==> config.mk <==
export PLATFORM = sky130hd
export DESIGN_NAME = tcw_ctrl
export DESIGN_NICKNAME = d
export VERILOG_FILES = /design/src/hdl/tcw_pkg.sv /design/src/hdl/tcw_ctrl.sv
export SDC_FILE = /design/constraint.sdc
export NUM_CORES = 1
export LEC_CHECK = 0
export ABC_AREA = 1
export BUFFER_PORTS_ARGS = -buffer_cell sky130_fd_sc_hd__buf_2
export CELL_PAD_IN_SITES_DETAIL_PLACEMENT = 0
export CELL_PAD_IN_SITES_GLOBAL_PLACEMENT = 1
export CORE_MARGIN = 1
export CORE_UTILIZATION = 29
export DETAILED_ROUTE_END_ITERATION = 8
export PLACE_DENSITY = 0.73
export SLEW_MARGIN = 15
export SYNTH_ARGS = -nofsm -noshare
export SYNTH_HDL_FRONTEND = slang
export SYNTH_SLANG_ARGS = --single-unit
==> constraint.sdc <==
create_clock -name i_clk -period 1.28 [get_ports i_clk]
set_input_delay 0.128 -clock i_clk [delete_from_list [all_inputs] [get_ports i_clk]]
set_output_delay 0.128 -clock i_clk [all_outputs]
set_load 0.005 [all_outputs]
==> src/hdl/tcw_pkg.sv <==
// Shared constants, codes and command/status types of the text console writer.
// Depends on nothing; used by all modules of the block.
package tcw_pkg;

    // Screen geometry.
    localparam int COLUMNS = 80;
    localparam int ROWS    = 25;
    localparam int CELLS   = ROWS * COLUMNS;
    localparam int ADDR_W  = $clog2(CELLS);
    localparam int CNT_W   = $clog2(CELLS + 1);

    // Field widths.
    localparam int OP_W   = 2;
    localparam int CHAR_W = 8;
    localparam int COL_W  = 7;
    localparam int ROW_W  = 5;

    // Operation codes.
    localparam logic [OP_W-1:0] OP_PUT    = 2'd0;
    localparam logic [OP_W-1:0] OP_SETCOL = 2'd1;
    localparam logic [OP_W-1:0] OP_CLEAR  = 2'd2;
    localparam logic [OP_W-1:0] OP_READ   = 2'd3;

    // Character codes.
    localparam logic [CHAR_W-1:0] CH_NUL   = 8'd0;
    localparam logic [CHAR_W-1:0] CH_LF    = 8'd10;
    localparam logic [CHAR_W-1:0] CH_CR    = 8'd13;
    localparam logic [CHAR_W-1:0] CH_BLANK = 8'h20;

    // Blanking range selection.
    localparam logic [2:0] FILL_NONE = 3'd0;
    localparam logic [2:0] FILL_ALL  = 3'd1;
    localparam logic [2:0] FILL_EOL  = 3'd2;
    localparam logic [2:0] FILL_ROW  = 3'd3;
    localparam logic [2:0] FILL_SET  = 3'd4;
    localparam logic [2:0] FILL_LAST = 3'd5;

    // Cursor update selection.
    localparam logic [2:0] CUR_HOLD     = 3'd0;
    localparam logic [2:0] CUR_HOME     = 3'd1;
    localparam logic [2:0] CUR_LF       = 3'd2;
    localparam logic [2:0] CUR_CR       = 3'd3;
    localparam logic [2:0] CUR_ADV      = 3'd4;
    localparam logic [2:0] CUR_SET      = 3'd5;
    localparam logic [2:0] CUR_SCROLLED = 3'd6;

    // Commands from the controller to the datapath.
    typedef struct packed {
        logic       cap_in;
        logic [2:0] fill_sel;
        logic       fill_step;
        logic       copy_start;
        logic       copy_step;
        logic       put_wr;
        logic       rd_cell;
        logic       cap_cell;
        logic       clr_cell;
        logic [2:0] cur_sel;
        logic       out_load;
    } t_cmd;

    // Status from the datapath to the controller.
    typedef struct packed {
        logic [OP_W-1:0] op;
        logic            ch_zero;
        logic            ch_lf;
        logic            ch_cr;
        logic            scroll_pend;
        logic            set_blank;
        logic            rd_ok;
        logic            fill_last;
        logic            copy_done;
        logic            out_free;
    } t_stat;

endpackage

==> src/hdl/tcw_ctrl.sv <==
// Controller state machine of the text console writer.
// Depends on tcw_pkg; drives tcw_datapath through command and status structs.
module tcw_ctrl (
    input  logic           i_clk,
    input  logic           i_rst_n,
    input  logic           i_in_valid,
    output logic           o_in_stall,
    input  tcw_pkg::t_stat i_stat,
    output tcw_pkg::t_cmd  o_cmd
);

    localparam logic [3:0] S_BOOT   = 4'd0;
    localparam logic [3:0] S_IDLE   = 4'd1;
    localparam logic [3:0] S_DISP   = 4'd2;
    localparam logic [3:0] S_PUT    = 4'd3;
    localparam logic [3:0] S_SCROLL = 4'd4;
    localparam logic [3:0] S_FILL   = 4'd5;
    localparam logic [3:0] S_READ   = 4'd6;
    localparam logic [3:0] S_DONE   = 4'd7;

    logic [3:0] r_state, n_state;
    logic [3:0] r_ret, n_ret;

    // Next state, return point after a blanking run, and commands.
    always_comb begin
        n_state = r_state;
        n_ret   = r_ret;
        o_cmd   = '0;
        case (r_state)
            S_BOOT: begin
                o_cmd.fill_sel = tcw_pkg::FILL_ALL;
                n_ret          = S_IDLE;
                n_state        = S_FILL;
            end
            S_IDLE: begin
                if (i_in_valid) begin
                    o_cmd.cap_in = 1'b1;
                    n_state      = S_DISP;
                end
            end
            S_DISP: begin
                o_cmd.clr_cell = 1'b1;
                case (i_stat.op)
                    tcw_pkg::OP_PUT: begin
                        if (i_stat.ch_zero) begin
                            n_state = S_DONE;
                        end else if (i_stat.scroll_pend) begin
                            o_cmd.copy_start = 1'b1;
                            n_state          = S_SCROLL;
                        end else begin
                            n_state = S_PUT;
                        end
                    end
                    tcw_pkg::OP_SETCOL: begin
                        o_cmd.cur_sel = tcw_pkg::CUR_SET;
                        if (i_stat.set_blank) begin
                            o_cmd.fill_sel = tcw_pkg::FILL_SET;
                            n_ret          = S_DONE;
                            n_state        = S_FILL;
                        end else begin
                            n_state = S_DONE;
                        end
                    end
                    tcw_pkg::OP_CLEAR: begin
                        o_cmd.fill_sel = tcw_pkg::FILL_ALL;
                        o_cmd.cur_sel  = tcw_pkg::CUR_HOME;
                        n_ret          = S_DONE;
                        n_state        = S_FILL;
                    end
                    tcw_pkg::OP_READ: begin
                        if (i_stat.rd_ok) begin
                            o_cmd.rd_cell = 1'b1;
                            n_state       = S_READ;
                        end else begin
                            n_state = S_DONE;
                        end
                    end
                    default: begin
                        n_state = S_DONE;
                    end
                endcase
            end
            S_PUT: begin
                if (i_stat.ch_lf) begin
                    o_cmd.fill_sel = tcw_pkg::FILL_EOL;
                    o_cmd.cur_sel  = tcw_pkg::CUR_LF;
                    n_ret          = S_DONE;
                    n_state        = S_FILL;
                end else if (i_stat.ch_cr) begin
                    o_cmd.fill_sel = tcw_pkg::FILL_ROW;
                    o_cmd.cur_sel  = tcw_pkg::CUR_CR;
                    n_ret          = S_DONE;
                    n_state        = S_FILL;
                end else begin
                    o_cmd.put_wr  = 1'b1;
                    o_cmd.cur_sel = tcw_pkg::CUR_ADV;
                    n_state       = S_DONE;
                end
            end
            S_SCROLL: begin
                // Rows move up one cell per cycle; then the last row is blanked.
                if (i_stat.copy_done) begin
                    o_cmd.fill_sel = tcw_pkg::FILL_LAST;
                    o_cmd.cur_sel  = tcw_pkg::CUR_SCROLLED;
                    n_ret          = S_PUT;
                    n_state        = S_FILL;
                end else begin
                    o_cmd.copy_step = 1'b1;
                end
            end
            S_FILL: begin
                o_cmd.fill_step = 1'b1;
                if (i_stat.fill_last) begin
                    n_state = r_ret;
                end
            end
            S_READ: begin
                o_cmd.cap_cell = 1'b1;
                n_state        = S_DONE;
            end
            S_DONE: begin
                if (i_stat.out_free) begin
                    o_cmd.out_load = 1'b1;
                    n_state        = S_IDLE;
                end
            end
            default: begin
                n_state = S_IDLE;
            end
        endcase
    end

    always_ff @(posedge i_clk) begin
        if (!i_rst_n) begin
            r_state <= S_BOOT;
            r_ret   <= S_IDLE;
        end else begin
            r_state <= n_state;
            r_ret   <= n_ret;
        end
    end

    assign o_in_stall = (r_state != S_IDLE);

endmodule

==> reports/results.txt <==
The run finished, with violations left. The checks that failed: negative setup slack. The startpoint identified for the worst register-to-register timing path is r_state[2]. Using the TritonRoute via totals, the vias-per-cell ratio works out to 4.60. For this run, the register share of the synthesized area comes to 15.2%. The total of hold buffers inserted after clock tree synthesis was 0; the final setup skew was 0.000847 ns. The HPWL after detailed placement is 1450 µm. The via count of the first global-routing pass is 739. Of the total power, the share spent switching nets is 46.9%. The fraction of layout cells with a size suffix above 1 is 53.8%, and the final critical-path share of the clock period is 109%. The core region area came out at 0.00204 mm². Subtracting the final worst setup slack from the clock period gives 1.40 ns. The run gives 0 as the final-report hold violation count. The relative contribution of combinational cells to total power was 73.1%; the average wire per cell in the routed design was 10.2 µm. The power dissipated by switching net loads is 0.907 mW. For the clock insertion delay at the later pin of the skew report, the log shows 0.24 ns. Excluding fillers, the count of instances in the completed layout stands at 187.

The overall track demand over capacity in global routing came out at 16.4%. The die is 49.7 µm wide. The area overhead of the layout relative to synthesis was 67.4%. The logic depth of the worst register-to-register path came out at 9. TritonCTS built the clock tree. The run gives 173 as the number of placed instances, taps included. The clock slew at the register clock pins of the worst setup and hold paths is 0.04 ns. The critical path is of the reg -> out type.

The die covers 0.00247 mm². For the worst setup path, the data required time is 1.15 ns. For this design the static power due to leakage is 0.655 nW. 0 antenna diodes ended up in the layout. Number of enable flip-flop cells after synthesis: 0. In the final design database the tool counted 180 nets. In this run the worst path has a maximum fanout of 11. In this run, the number of DRC markers left after iteration 0 of detailed routing was 12. Worst path setup slack after routing: -0.117 ns. The kind of path behind the tightest hold check is in -> reg.

The power density over cell area came out at 1750 mW/mm². Across the VDD grid, the largest voltage drop is 0.951 mV. The tools report the origin of the worst setup path as r_state[2]. The logs give 1 for the level count of the clock H-tree and 0.143 ns for the worst hold margin.

The logs give 113 for the synthesized instance count and 132 for the total nets after synthesis. The global route total overflow was 0. In the post-synthesis netlist, the biggest area contributors are dfxtp_1, nand2_1, inv_1. The area share of the leading cell type in the synthesized netlist works out to 15.2%.

The tool flagged a number of max-cap violations equal to 0. For the number of sinks driven by the clock tree, the log shows 5. For the count of final setup violators, the log shows 10.

For the wire length of the first global-routing pass, the log shows 3110 µm. STA classifies the critical path startpoint as a flop. The most instantiated flip-flop cell in the synthesis netlist was dfxtp_1. TritonCTS created 3 clock buffers. The tools report the end of the worst register-to-register path as r_ret[1]. The logs give 75.4% for the tightest slew margin relative to the limit and 0 ns for the reg-to-reg setup timing slack. The max-slew violation total from the final report was 0; the number of library cell types mapped by synthesis was 21. Root buffer cell: clkbuf_4. The first detailed-routing pass took 4 iterations. For the maximum buffer depth of the clock tree, the log shows 2.

Largest area contributor in the synthesized netlist: dfxtp_1. The number of input and output port buffers inserted works out to 29. Setup repair after global routing could not meet its margin everywhere. The layout has 224 filler cells.

The initial cell density of the core was 32.4%. For this block, the routed nets add up to 1910 µm of wire. The tools report the kind of end point of the critical path as an output port. The routability congestion estimate came out at 0.784. The sequential power share was 17.5%; the largest net degree at the start of global routing was 13. Maximum clock frequency: 716 MHz.

After detailed routing, the number of remaining DRC violations is 0. The capture point of the critical path was o_cmd[13]. Yosys instantiated no cell more often than nand2_1. The die is 49.7 µm tall. In this run the count of I/O pins placed on the die edge is 30.

For the pin with the worst max-slew slack, the measured transition is 0.368 ns. The clock network is responsible for 9.4% of the overall power. The number of antenna violations at the first check in global routing was 0.

The routed layout has 861 vias. Internal power comes to 1.03 mW. The floorplan has 16 rows.

The mean instance size in the synthesized netlist is 5.85 µm². The combined area of all synthesized cells was 661 µm². Yosys printed 0 warnings. Data arrives at the worst endpoint at 1.27 ns. The run gives 0 as the number of nets still failing antenna checks after routing. Of all flip-flops after synthesis, the portion carrying an async set or reset was 0%.

The commonest cells after synthesis are nand2_1, inv_1, nor2_1, nand3_1. Counting flops and latches in the post-synthesis netlist gives 5.
routing by layer:
metal | GRT usage [%] | wire length [µm] | up-vias
met5 | 0 | 0 | -
met4 | 5.24 | 14 | 0
met3 | 4.94 | 152 | 2
met2 | 23.4 | 886 | 32
met1 | 23.1 | 857 | 380
li1 | - | - | 447
power groups by stage:
stage	logic [mW]	registers, mW	clock network [mW]
floorplan	0.651	0.292	0
global placement	1.02	0.293	0
detailed placement	1.02	0.295	0
CTS	1.15	0.310	0.187
global route	1.54	0.349	0.204
finish	1.41	0.339	0.182
worst min path at each step:
stage	from	endpoint	slack, ns	cells after the start
final	i_rst_n	r_ret[2]	0.14	3
after global routing	i_rst_n	r_ret[2]	0.15	3
after CTS	i_rst_n	r_ret[2]	0.14	3
after detailed placement	i_rst_n	r_ret[2]	0.40	3
after global placement	i_rst_n	r_ret[2]	0.39	3
after floorplan	i_rst_n	r_ret[1]	0.24	2
placed cells by master, fill, tap and decap left out:
cell type,n
nor3_2,1
nand2_4,4
buf_2,28
dfxtp_1,2
nor2_2,3
o21ai_0,2
nand3_4,2
dfxtp_2,1
nor3_4,1
nand3_2,3
o21ai_1,1
inv_1,17
o21ai_2,3
nor3_1,1
ha_1,5
dfxtp_4,2
inv_2,6
nand2_1,20
clkbuf_1,1
nor2_1,12
inv_4,1
buf_4,13
clkbuf_4,3
a21oi_1,3
nand3_1,8
buf_6,3
nand2_2,4
o31ai_1,1
nor2_4,5
nand3b_1,1
a21oi_2,2
buf_12,1
cell type report:
cell class	instances	area [µm²]	share of cell area, %
inverter	24	92.6	8.37
tap	27	33.8	3.05
timing repair buffer	45	292	26.4
clock buffer	4	26.3	2.38
multi-input combinational	82	553	50.0
sequential	5	109	9.84
cell families after synthesis:
group	share of synthesized area [%]
and+or+nand+nor	47.7
buffers and inverters	16.5
AOI/OAI and AO/OA	11.2
adders and majority gates	9.47
DFF	15.2
per-stage QoR:
| stage | TNS, ns | util (%) | total power, mW | setup WS [ns] | cell area, µm² |
|---|---|---|---|---|---|
| 4_1_cts | -0.424 | 47.2 | 1.64 | -0.0985 | 965 |
| 6_report | -0.501 | 54.2 | 1.94 | -0.117 | 1110 |
| 3_3_place_gp | 0 | 43.0 | 1.32 | 0.0694 | 878 |
| 5_1_grt | -1.58 | 54.2 | 2.10 | -0.198 | 1110 |
| 3_5_place_dp | 0 | 43.0 | 1.32 | 0.0761 | 878 |
| 2_1_floorplan | 0 | - | 0.943 | 0.120 | 661 |
flip-flops by register name (all words and copies together) (netlist names):
signal	cells
r_state	3
r_ret	2
worst max-delay path, cell delays in order, from the launching register on:
cell and delay [ns]:
dfxtp_2 0.32, buf_12 0.14, nor2_4 0.14, nand2_2 0.06
o31ai_1 0.22, buf_2 0.14
timing repair:
action                                  4_1_cts  5_1_grt
endpoints found under the setup margin       11       18
setup buffers                                 3        7
resized for setup                            13       24
pin swaps                                     2       12
No activity file was read; power rests on OpenSTA's default activity.
